[config.mk]
export PLATFORM = sky130hd
export DESIGN_NAME = retransmit_tracker_table
export DESIGN_NICKNAME = d
export VERILOG_FILES = /design/src/rtl/core/rtt_pkg.sv /design/src/rtl/core/rtt_store.sv /design/src/rtl/core/retransmit_tracker_table.sv
export SDC_FILE = /design/constraint.sdc
export NUM_CORES = 2
export LEC_CHECK = 0
export ABC_CLOCK_PERIOD_IN_PS = 10000
export BUFFER_PORTS_ARGS = -buffer_cell sky130_fd_sc_hd__buf_2
export CORE_UTILIZATION = 45
export DETAILED_ROUTE_END_ITERATION = 8
export PLACE_DENSITY_LB_ADDON = 0.12
export RECOVER_POWER = 25
export SYNTH_ARGS = -nofsm -noshare
export SYNTH_HDL_FRONTEND = slang
export SYNTH_SLANG_ARGS = --single-unit
[constraint.sdc]
create_clock -name clk -period 10 [get_ports clk]
set_input_delay 1.5 -clock clk [delete_from_list [all_inputs] [get_ports clk]]
set_output_delay 1.5 -clock clk [all_outputs]
set_load 0.05 [all_outputs]
[src/rtl/core/rtt_pkg.sv]
// ----------------------------------------------------------------------------
// rtt_pkg: retransmit tracker table shared definitions
// Slot count, derived widths, operation and result codes, payload structs
// and the write bundle for the slot store.
// ----------------------------------------------------------------------------
`default_nettype none

package rtt_pkg;

    // table geometry
    localparam int SLOTS   = 16;
    localparam int SLOT_W  = (SLOTS > 1) ? $clog2(SLOTS) : 1;
    // at most this many retransmits per scan
    localparam int MAX_OUT = 16;
    localparam int CNT_W   = $clog2(MAX_OUT + 1);

    localparam int SEQ_W   = 31;
    localparam int TIME_W  = 32;
    localparam int INTV_W  = 16;

    typedef enum logic [1:0] {
        OP_SEND = 2'd0,
        OP_ACK  = 2'd1,
        OP_TICK = 2'd2,
        OP_NOP  = 2'd3
    } op_t;

    typedef enum logic [2:0] {
        KIND_SENT      = 3'd0,
        KIND_FULL      = 3'd1,
        KIND_ACKED     = 3'd2,
        KIND_UNMATCHED = 3'd3,
        KIND_RETX      = 3'd4
    } kind_t;

    typedef enum logic [1:0] {
        ST_IDLE,
        ST_SCAN,
        ST_FLUSH
    } state_t;

    typedef struct packed {
        op_t              operation;
        logic [SEQ_W-1:0] ack_seq;
    } in_item_t;

    typedef struct packed {
        kind_t            kind;
        logic [3:0]       slot;
        logic [SEQ_W-1:0] seq;
        logic             last;
    } out_item_t;

    // write request into the slot store
    typedef struct packed {
        logic              seq_we;
        logic              stamp_we;
        logic [SLOT_W-1:0] addr;
        logic [SEQ_W-1:0]  seq;
        logic [TIME_W-1:0] stamp;
    } rtt_wr_t;

    // slot index reduced to the 4-bit result field
    function automatic logic [3:0] slot_field(input logic [SLOT_W-1:0] idx);
        logic [SLOT_W+3:0] wide;
        wide = {4'b0000, idx};
        return wide[3:0];
    endfunction

endpackage

`default_nettype wire

[src/rtl/core/rtt_store.sv]
// ----------------------------------------------------------------------------
// rtt_store: per-slot sequence number and timestamp memories
// One write port per memory, one shared read address, registered read data.
// ----------------------------------------------------------------------------
`default_nettype none

module rtt_store
    import rtt_pkg::*;
(
    input  wire logic              clk,
    input  wire rtt_wr_t           wr,
    input  wire logic [SLOT_W-1:0] rd_addr,
    output logic [SEQ_W-1:0]       rd_seq,
    output logic [TIME_W-1:0]      rd_stamp
);

    logic [SEQ_W-1:0]  seq_mem   [SLOTS];
    logic [TIME_W-1:0] stamp_mem [SLOTS];
    logic [SEQ_W-1:0]  rd_seq_reg;
    logic [TIME_W-1:0] rd_stamp_reg;

    // sequence number memory
    always_ff @(posedge clk)
    begin
        if (wr.seq_we)
        begin
            seq_mem[wr.addr] <= wr.seq;
        end
        rd_seq_reg <= seq_mem[rd_addr];
    end

    // timestamp memory
    always_ff @(posedge clk)
    begin
        if (wr.stamp_we)
        begin
            stamp_mem[wr.addr] <= wr.stamp;
        end
        rd_stamp_reg <= stamp_mem[rd_addr];
    end

    assign rd_seq   = rd_seq_reg;
    assign rd_stamp = rd_stamp_reg;

endmodule

`default_nettype wire

[src/rtl/core/retransmit_tracker_table.sv]
// Flow: a send result goes straight into the output register; an ack walks the
// 16-slot store one slot per cycle through its read port, holding on a slot while
// a result waits for room in the output register, and a tick does so when a scan
// is due. One item at a time; the next is taken in idle with room in the output.
// Reset: valid bits, time, sequence counter and tick counter clear, the scan
// interval returns to 2; slot memories are not cleared.
// ----------------------------------------------------------------------------
// retransmit_tracker_table: sender-side table of unacknowledged messages
// Assigns sequence numbers, tracks slots, matches acks and emits timeouts.
// ----------------------------------------------------------------------------
`default_nettype none

module retransmit_tracker_table
    import rtt_pkg::*;
(
    input  wire logic              clk,
    input  wire logic              rst_n,
    // request channel
    input  wire logic              in_valid,
    output logic                   in_stall,
    input  wire in_item_t          in_item,
    // result channel
    output logic                   out_valid,
    input  wire logic              out_stall,
    output out_item_t              out_item,
    // scan interval write channel
    input  wire logic              cfg_valid,
    output logic                   cfg_ready,
    input  wire logic [INTV_W-1:0] cfg_data
);

    // control state
    state_t             state_reg, state_next;
    logic [SLOT_W-1:0]  idx_reg, idx_next;
    logic               is_ack_reg, is_ack_next;
    logic [CNT_W-1:0]   cnt_reg, cnt_next;
    logic               pend_v_reg, pend_v_next;
    logic               out_v_reg, out_v_next;
    logic [SLOTS-1:0]   valid_reg, valid_next;
    logic [TIME_W-1:0]  now_reg, now_next;
    logic [SEQ_W-1:0]   nseq_reg, nseq_next;
    logic [INTV_W-1:0]  tss_reg, tss_next;
    logic [INTV_W-1:0]  intv_reg, intv_next;

    // payload
    logic [SEQ_W-1:0]   ack_seq_reg, ack_seq_next;
    out_item_t          pend_reg, pend_next;
    out_item_t          out_reg, out_next;

    // store interface
    rtt_wr_t            wr;
    logic [SLOT_W-1:0]  rd_addr;
    logic [SEQ_W-1:0]   rd_seq;
    logic [TIME_W-1:0]  rd_stamp;

    // decode
    logic               out_free;
    logic               accept;
    logic               free_found;
    logic [SLOT_W-1:0]  free_idx;
    logic [INTV_W-1:0]  tick_cnt;
    logic               scan_due;
    logic [TIME_W-1:0]  age;
    logic [INTV_W:0]    timeout;
    logic               cur_valid;
    logic               hit_ack;
    logic               hit_tick;
    logic               at_end;
    logic               adv;

    rtt_store u_store (
        .clk      (clk),
        .wr       (wr),
        .rd_addr  (rd_addr),
        .rd_seq   (rd_seq),
        .rd_stamp (rd_stamp)
    );

    // handshake
    assign out_free  = !out_v_reg || !out_stall;
    assign in_stall  = !((state_reg == ST_IDLE) && out_free);
    assign accept    = in_valid && !in_stall;
    assign cfg_ready = 1'b1;
    assign out_valid = out_v_reg;
    assign out_item  = out_reg;

    // lowest free slot
    always_comb
    begin
        free_found = 1'b0;
        free_idx   = '0;
        for (int i = SLOTS - 1; i >= 0; i--)
        begin
            if (!valid_reg[i])
            begin
                free_found = 1'b1;
                free_idx   = SLOT_W'(i);
            end
        end
    end

    // tick bookkeeping
    assign tick_cnt = tss_reg + 1'b1;
    assign scan_due = !(tick_cnt < intv_reg);

    // per-slot evaluation on the registered read data
    assign timeout   = {intv_reg, 1'b0};
    assign age       = now_reg - rd_stamp;
    assign cur_valid = valid_reg[idx_reg];
    assign hit_ack   = cur_valid && (rd_seq == ack_seq_reg);
    assign hit_tick  = cur_valid && (age >= TIME_W'(timeout))
                       && (cnt_reg < CNT_W'(MAX_OUT));
    assign at_end    = (idx_reg == SLOT_W'(SLOTS - 1));

    // a scan step that emits waits for room in the output register
    always_comb
    begin
        adv = 1'b0;
        if (state_reg == ST_SCAN)
        begin
            if (is_ack_reg)
            begin
                adv = (hit_ack || at_end) ? out_free : 1'b1;
            end
            else
            begin
                adv = (hit_tick && pend_v_reg) ? out_free : 1'b1;
            end
        end
    end

    // read address: next slot on a step, same slot on a stall, slot 0 outside a scan
    always_comb
    begin
        if (state_reg == ST_SCAN)
        begin
            rd_addr = adv ? (idx_reg + 1'b1) : idx_reg;
        end
        else
        begin
            rd_addr = '0;
        end
    end

    // next state
    always_comb
    begin
        state_next = state_reg;
        unique case (state_reg)
            ST_IDLE:
            begin
                if (accept && (in_item.operation == OP_ACK))
                begin
                    state_next = ST_SCAN;
                end
                else if (accept && (in_item.operation == OP_TICK) && scan_due)
                begin
                    state_next = ST_SCAN;
                end
            end
            ST_SCAN:
            begin
                if (adv)
                begin
                    if (is_ack_reg && (hit_ack || at_end))
                    begin
                        state_next = ST_IDLE;
                    end
                    else if (at_end)
                    begin
                        state_next = ST_FLUSH;
                    end
                end
            end
            ST_FLUSH:
            begin
                if (!pend_v_reg || out_free)
                begin
                    state_next = ST_IDLE;
                end
            end
            default:
            begin
                state_next = ST_IDLE;
            end
        endcase
    end

    // datapath and outputs
    always_comb
    begin
        idx_next     = idx_reg;
        is_ack_next  = is_ack_reg;
        cnt_next     = cnt_reg;
        pend_v_next  = pend_v_reg;
        pend_next    = pend_reg;
        out_v_next   = out_v_reg && out_stall;
        out_next     = out_reg;
        valid_next   = valid_reg;
        now_next     = now_reg;
        nseq_next    = nseq_reg;
        tss_next     = tss_reg;
        intv_next    = intv_reg;
        ack_seq_next = ack_seq_reg;
        wr           = '0;

        if (cfg_valid && cfg_ready)
        begin
            intv_next = cfg_data;
        end

        unique case (state_reg)
            ST_IDLE:
            begin
                idx_next = '0;
                cnt_next = '0;
                if (accept)
                begin
                    unique case (in_item.operation)
                        OP_SEND:
                        begin
                            nseq_next    = nseq_reg + 1'b1;
                            out_v_next   = 1'b1;
                            out_next.seq  = nseq_reg;
                            out_next.last = 1'b1;
                            if (free_found)
                            begin
                                out_next.kind        = KIND_SENT;
                                out_next.slot        = slot_field(free_idx);
                                valid_next[free_idx] = 1'b1;
                                wr.seq_we   = 1'b1;
                                wr.stamp_we = 1'b1;
                                wr.addr     = free_idx;
                                wr.seq      = nseq_reg;
                                wr.stamp    = now_reg;
                            end
                            else
                            begin
                                out_next.kind = KIND_FULL;
                                out_next.slot = '0;
                            end
                        end
                        OP_ACK:
                        begin
                            is_ack_next  = 1'b1;
                            ack_seq_next = in_item.ack_seq;
                        end
                        OP_TICK:
                        begin
                            is_ack_next = 1'b0;
                            pend_v_next = 1'b0;
                            now_next    = now_reg + 1'b1;
                            tss_next    = scan_due ? '0 : tick_cnt;
                        end
                        OP_NOP:
                        begin
                            is_ack_next = is_ack_reg;
                        end
                        default:
                        begin
                            is_ack_next = is_ack_reg;
                        end
                    endcase
                end
            end
            ST_SCAN:
            begin
                if (adv)
                begin
                    idx_next = idx_reg + 1'b1;
                    if (is_ack_reg)
                    begin
                        // ack: first match frees its slot, else unmatched at the end
                        if (hit_ack)
                        begin
                            valid_next[idx_reg] = 1'b0;
                            out_v_next = 1'b1;
                            out_next   = '{kind: KIND_ACKED, slot: slot_field(idx_reg),
                                           seq: ack_seq_reg, last: 1'b1};
                        end
                        else if (at_end)
                        begin
                            out_v_next = 1'b1;
                            out_next   = '{kind: KIND_UNMATCHED, slot: 4'd0,
                                           seq: ack_seq_reg, last: 1'b1};
                        end
                    end
                    else if (hit_tick)
                    begin
                        // timeout: older pending result moves out, this one waits
                        if (pend_v_reg)
                        begin
                            out_v_next = 1'b1;
                            out_next   = pend_reg;
                        end
                        pend_v_next = 1'b1;
                        pend_next   = '{kind: KIND_RETX, slot: slot_field(idx_reg),
                                        seq: rd_seq, last: 1'b0};
                        cnt_next    = cnt_reg + 1'b1;
                        wr.stamp_we = 1'b1;
                        wr.addr     = idx_reg;
                        wr.stamp    = now_reg;
                    end
                end
            end
            ST_FLUSH:
            begin
                // last retransmit of the scan carries the end mark
                if (pend_v_reg && out_free)
                begin
                    pend_v_next   = 1'b0;
                    out_v_next    = 1'b1;
                    out_next      = pend_reg;
                    out_next.last = 1'b1;
                end
            end
            default:
            begin
                idx_next = '0;
            end
        endcase
    end

    // control registers
    always_ff @(posedge clk or negedge rst_n)
    begin
        if (!rst_n)
        begin
            state_reg  <= ST_IDLE;
            idx_reg    <= '0;
            is_ack_reg <= 1'b0;
            cnt_reg    <= '0;
            pend_v_reg <= 1'b0;
            out_v_reg  <= 1'b0;
            valid_reg  <= '0;
            now_reg    <= '0;
            nseq_reg   <= '0;
            tss_reg    <= '0;
            intv_reg   <= INTV_W'(2);
        end
        else
        begin
            state_reg  <= state_next;
            idx_reg    <= idx_next;
            is_ack_reg <= is_ack_next;
            cnt_reg    <= cnt_next;
            pend_v_reg <= pend_v_next;
            out_v_reg  <= out_v_next;
            valid_reg  <= valid_next;
            now_reg    <= now_next;
            nseq_reg   <= nseq_next;
            tss_reg    <= tss_next;
            intv_reg   <= intv_next;
        end
    end

    // payload registers
    always_ff @(posedge clk)
    begin
        ack_seq_reg <= ack_seq_next;
        pend_reg    <= pend_next;
        out_reg     <= out_next;
    end

endmodule

`default_nettype wire
# == Word-level counts from Yosys, hierarchy flattened ==
# Memories as Yosys holds them, arrays and structs flattened. A register that Yosys moved wholly into a read port is not among the register bits.
# Cells that the tools add are included.
# classes
add_sub_neg,6
order_cmp,7
n_eq_ne,22
mux,110
bitwise_logic,4
n_reduce_logical,37
# op_table
cell,n
2-to-1 mux 39 bit,9
2-to-1 mux 69 bit,3
case mux 39 bit (3 select lines),1
2-to-1 mux 16 bit,7
2-to-1 mux 32 bit,3
2-to-1 mux 4 bit,18
case mux 32 bit (2 select lines),1
2-to-1 mux 1 bit,43
2-to-1 mux 5 bit,7
adder 32 x 1 -> 32 bit (second input constant),1
greater-or-equal comparator 32 x 17 -> 1 bit,1
case mux 16 bit (2 select lines),1
subtractor 32 bit,1
adder 31 x 1 -> 31 bit (second input constant),1
equality test 31 bit,1
2-to-1 mux 31 bit,1
case mux 5 bit (2 select lines),2
inequality test 2 bit (second input constant),9
adder 16 x 1 -> 16 bit (second input constant),1
bitwise AND 16 bit,1
< comparator 16 bit,1
NOT 16 bit,1
OR 16 bit,1
logical AND 1 bit,14
other kinds (30),57
# word_totals
regBits,230
ramBits,1008
input_bits,54
out_inout_bits,42
word_cells,206
memories,2
# mem_list
memory,words,word_bits,rd,rd_ports_with_merged_regs,write_ports,line,rtl
u_store.stamp_mem,16,32,1,1,1,rtt_store.sv:18,logic [TIME_W-1:0] stamp_mem [SLOTS];
u_store.seq_mem,16,31,1,1,1,rtt_store.sv:17,logic [SEQ_W-1:0] seq_mem [SLOTS];

# == Longest topological paths before layout ==
# logic_depth
ltp_word,25
mapped_depth,28

# == Modules after synthesis ==
# A second synthesis with hierarchy kept.
# hier_totals
hier_cells,3119
area_unflattened_um2,53058.4
# modules_own_cells
module,instances,cells_each,area_per_inst_um2
rtt_store,1,1647,39091.2
retransmit_tracker_table,1,1472,13967.1

# == Worst setup path before layout ==
# No wires, ideal clock.
# synth_path
kind,register to register
startpoint,reg now_reg[0]
endpoint,"mem u_store.stamp_mem[0][0], enable pin"
setup_time_ns,0.461
t_arrival_ns,7.609
path_slack_ns,1.930
path_stages_with_launch,23
n_path_buf,2
path_cell_list,dfrtp_1 > inv_1 > ha_1 > fa_1 > nor2b_1 > o211ai_1 > a21oi_1 > nor2_1 > or3_1 > nor2b_1 > xnor2_1 > ha_1 > o21a_1 > o21ai_0 > a211oi_1 > a2111oi_4 > nand4_4 > o31a_1 > and4_1 > clkbuf_1 > nor2_1 > clkbuf_1 > nor3_1
# synth_via
elab_chain_cells,12
# synth_lines
element,line,rtl
from (decl),retransmit_tracker_table.sv:40,"logic [TIME_W-1:0] now_reg, now_next;"
from (signal assigned),retransmit_tracker_table.sv:350,now_reg <= now_next;
subtractor 32 bit (*),retransmit_tracker_table.sv:108,assign age = now_reg - rd_stamp;
greater-or-equal comparator 32 x 17 -> 1 bit (*),retransmit_tracker_table.sv:111,assign hit_tick = cur_valid && (age >= TIME_W'(timeout))
logical AND 1 bit (*),retransmit_tracker_table.sv:111,
logical AND 1 bit (*),retransmit_tracker_table.sv:112,&& (cnt_reg < CNT_W'(MAX_OUT));
logical AND 1 bit,retransmit_tracker_table.sv:127,adv = (hit_tick && pend_v_reg) ? out_free : 1'b1;
2-to-1 mux 1 bit,retransmit_tracker_table.sv:127,
2-to-1 mux 1 bit,retransmit_tracker_table.sv:121,if (is_ack_reg)
2-to-1 mux 1 bit,retransmit_tracker_table.sv:119,if (state_reg == ST_SCAN)
2-to-1 mux 5 bit (*),retransmit_tracker_table.sv:268,if (adv)
case mux 5 bit (2 select lines) (*),retransmit_tracker_table.sv:212,unique case (state_reg)
2-to-1 mux 1 bit,rtt_store.sv:35,if (wr.stamp_we)
2-to-1 mux 1 bit (implied by the code),rtt_store.sv:37,stamp_mem[wr.addr] <= wr.stamp;
to (decl),rtt_store.sv:18,
# Mark *: on every way between the ends. The rest lies on a longest branch, timed or not.

# == Worst setup path after layout ==
# layout_path
startpoint,reg now_reg[0]
endpoint,"mem u_store.stamp_mem[10][3], enable pin"
# Same word-level chain as after synthesis.

==> flow_summary.yaml <==
outcome:
  outcome: "finished with violations"
  failed_checks: "capacitance limit, slew limit"
critical_path:
  crit_path_max_fanout: 44
  critical_path_depth: 25
  rr_startpoint: "now_reg[0]"
  launching_element_type_of_the_critical_path: "flip-flop"
  slowest_delay_ns: 1.03
  rr_endpoint: "u_store.stamp_mem[10][3]"
  crit_slowest_cell: "nor2_4"
  timing.critical_path.to: "u_store.stamp_mem[10][3]"
  setup.reg_to_reg.worst_slack_ns: 2.19
  worst_r2r_path_depth: 25
  crit_required_ns: 10.41
  timing_worst_setup_path_type: "reg2reg"
  cp.arrival_ns: 8.21
  worst-path-buf-inv: 3
  worst_path_dominant_cell_family: "simple AND/OR/NAND/NOR gates"
  crit_path_start: "now_reg[0]"
  sort_of_element_at_the_end_of_the_critical_path: "flip-flop"
timing:
  totalNegativeSetupSlack_ns: 0
  timing.final.setup_violations: 0
  skew_ns: 0.03045
  finalCritPeriodShare_pct: 78.07
  slew_headroom_pct: -172.8
  timing.final.hold_violations: 0
  timing.fmax_mhz: 128.1
  final-max-slew-violation-count: 309
  tightestPinTransition_ns: 4.092
  layout_min_cycle_time_ns: 7.807
  setup_repair_after_global_routing_missed_its_margin: "no"
synthesis:
  synthDistinctLibCells: 86
  synth_enable_flop_cells: 1113
  synth.avg_cell_area_sq_um: 14.50
  synth_cells: 3795
  ys.warnings.count: 0
  asyncSetResetFlopFracSynth_pct: 9.608
  mappedNetlistNets: 3927
  ys_ff_latch: 1301
  synth.cell_area_sq_um: 55020
  yosysSeqAreaShare_pct: 68.72
  most_used_flip_flop_cell_after_synthesis: "edfxtp_1"
drt:
  post_drt_wl_per_cell_microns: 27.14
  drt_first_iter_violations: 3016
  dr.pass1.iters: 5
  drt-total-wl_mm: 152.6
  drt-vias-per-instance: 5.837
  number_of_nets_with_antenna_violations_after_detailed_routing: 0
  routed-via-count: 32825
  number_of_drc_violations_after_detailed_routing: 0
clock_network:
  cts-hold-fix-buffers: 0
  cts_root_buffer: "clkbuf_16"
  cts_resized: 0
  clk_latency_worst_skew_pair_ns: 0.77
  numCtsBuffers: 140
  clkSlewWorstSetupHoldPaths_ns: 0.06
  count_of_h_tree_levels_built_during_cts: 4
  cts_buffer_depth: 3
  cts.sinks: 1301
  postCtsSetupBuffers: 0
  tritoncts: "built"
final_layout:
  layoutNonFillerInstCount: 5624
  finish.instance_area_sq_um: 62280
  final_net_count: 4027
  regMostFlops: "u_store.stamp_mem"
  layout-drive-gt1-share_pct: 10.20
  largest_reg_flops: 512
  areaGrowthSynthToFinish_pct: 13.20
placed_design:
  place.port_buffers: 94
  dpl.hpwl_mm: 86.06
  place_area_sq_um: 57550
  placed_cells: 5365
  routabilityCongestion: 0.9113
die:
  effective_utilization_at_floorplan_pct: 45.62
  floorplan.die.width_microns: 351.7
  die_height_microns: 351.7
  core_outline_area_sq_um: 120600
  ioPinCount: 96
  placement_rows: 127
  dieArea_sq_um: 123700
min_path:
  min_path_type: "reg2reg"
grt:
  grt_antenna_before_repair: 4
  via_count_of_the_first_global_routing_pass: 32121
  maximum_number_of_pins_on_one_net_before_global_route_repair: 111
  globalRouteTotalUtil_pct: 24.77
  global_route_wire_length_before_repair_mm: 221.3
  grt_overflow_total: 0
power:
  power_leakage_nw: 22.30
  cellPowerDensity_nw_per_um2: 255.3
  vdd_drop_max_v: 0.0001825
flow_run:
  max_cap_viol_count: 7
## worst register-to-register path, stage by stage (launching register included)
cell       delay, ns
dfrtp_1         0.35
inv_1           0.10
ha_1            0.23
fa_1            0.40
nor2b_1         0.18
o211ai_1        0.17
a21oi_1         0.24
nor2_1          0.12
or3_1           0.39
nor2b_1         0.15
xnor2_1         0.19
ha_1            0.26
o21a_1          0.19
o21ai_0         0.22
a21oi_1         0.07
nor2_1          0.10
o221ai_1        0.13
a2111oi_2       0.41
nand4_4         0.26
o31a_1          0.40
and4_2          0.25
buf_4           0.32
nand2_1         0.20
nand3_1         0.62
nor2_4          1.04
buf_4           0.48
## synth_stat cells (all sizes together), types with 6 or more instances
cell	number	share of area (%)
o311ai	30	0.48
a32oi	70	1.1
o21a	13	0.18
clkbuf	114	0.78
nor2	131	0.89
inv	73	0.50
and4	8	0.14
or4	29	0.40
a221o	34	0.62
nand3	60	0.55
o211ai	11	0.17
and3	57	0.65
nor3	17	0.16
xor2	29	0.46
o21ai	176	1.6
dfrtp	124	5.6
o31ai	35	0.51
a31oi	11	0.14
edfxtp	1113	61
a2bb2oi	29	0.46
a32o	28	0.51
nor2b	69	0.78
a21o	16	0.22
buf	91	0.89
a21oi	95	0.88
a21boi	8	0.11
nand2b	9	0.10
nand3b	6	0.082
xnor2	101	1.6
o32ai	28	0.45
mux2i	517	9.4
a211oi	13	0.18
or3	10	0.11
nand2	385	2.6
or2	12	0.14
nand4	31	0.38
and2	11	0.13
dfxtp	63	2.3
ha	77	1.8
## where the power goes
part / leakage (nW) / switching (mW) / internal [mW]
clock: 2.35 / 2.20 / 3.16
combinational: 7.42 / 2.67 / 1.29
sequential: 12.5 / 0.279 / 6.30
## stage by stage
step / total power, mW / hold WS (ns) / util (%) / setup WS (ns)
floorplan: 9.365 / 0.4231 / - / 1.930
global placement: 10.66 / 0.4372 / 47.72 / 2.229
detailed placement: 10.67 / 0.4449 / 47.72 / 2.256
CTS: 16.02 / 0.4661 / 51.72 / 2.175
global route: 16.53 / 0.4909 / 51.64 / 1.633
finish: 15.90 / 0.4713 / 51.64 / 2.193
## metal layers
metal	routed length [microns]	up-vias	GRT usage, %	part of all wire (%)
met5	24	-	0	0.016
met4	3413	4	6.806	2.2
met3	9864	226	4.483	6.5
met2	70000	1046	38.37	46
met1	69330	16810	35.84	45
li1	-	14739	-	-
## worst min path at each step
stage	startpoint	end	slack [ns]	depth (start not counted)
2_1_floorplan	idx_reg[2]	pend_reg[34]	0.42	0
3_3_place_gp	u_store.rd_seq[27]	pend_reg[28]	0.44	0
3_5_place_dp	u_store.rd_seq[5]	pend_reg[6]	0.44	0
4_1_cts	u_store.rd_seq[8]	pend_reg[9]	0.47	0
5_1_grt	u_store.rd_seq[5]	pend_reg[6]	0.49	0
6_report	u_store.rd_seq[27]	pend_reg[28]	0.47	0
## kinds of logic (layout without fill, tap and decap cells)
family / Yosys count / count (layout) / synth area share [%]
adders and majority gates: 78 / 78 / 1.787
buffers and inverters: 278 / 494 / 2.165
muxes: 527 / 527 / 9.712
DFF: 1301 / 1301 / 68.72
and+or+nand+nor: 845 / 845 / 7.279
xor gates and xnor gates: 130 / 130 / 2.069
AOI/OAI and AO/OA: 635 / 635 / 8.259
other: 1 / 2 / 0.006815
## cell usage in the layout (no fill, tap or decap), types with 29 or more instances in the layout
| cell type | n |
|---|---|
| nand3_1 | 59 |
| a21oi_1 | 92 |
| nand2_1 | 385 |
| dfxtp_1 | 63 |
| a2bb2oi_1 | 29 |
| buf_2 | 47 |
| a221o_1 | 34 |
| nand4_1 | 30 |
| nor2_1 | 97 |
| edfxtp_1 | 1113 |
| o311ai_0 | 29 |
| inv_1 | 73 |
| dfrtp_1 | 124 |
| o21ai_0 | 170 |
| clkbuf_1 | 77 |
| xnor2_1 | 101 |
| nor2_4 | 34 |
| xor2_1 | 29 |
| buf_4 | 56 |
| nor2b_1 | 69 |
| a32oi_1 | 70 |
| and3_1 | 57 |
| o31ai_1 | 33 |
| ha_1 | 77 |
| clkbuf_16 | 141 |
| mux2i_1 | 517 |
## cell type report
| class | count | area [sq um] |
|---|---|---|
| multi-input combinational | 2216 | 16360 |
| fill | 10045 | 58320 |
| antenna | 1 | 2.502 |
| clock buffer | 178 | 3797 |
| sequential | 1301 | 37810 |
| timing repair buffer | 163 | 994.7 |
| inverter | 73 | 274.0 |
| tap | 1612 | 2017 |
| clock inverter | 80 | 1022 |
(Power assumes the default switching activity.)
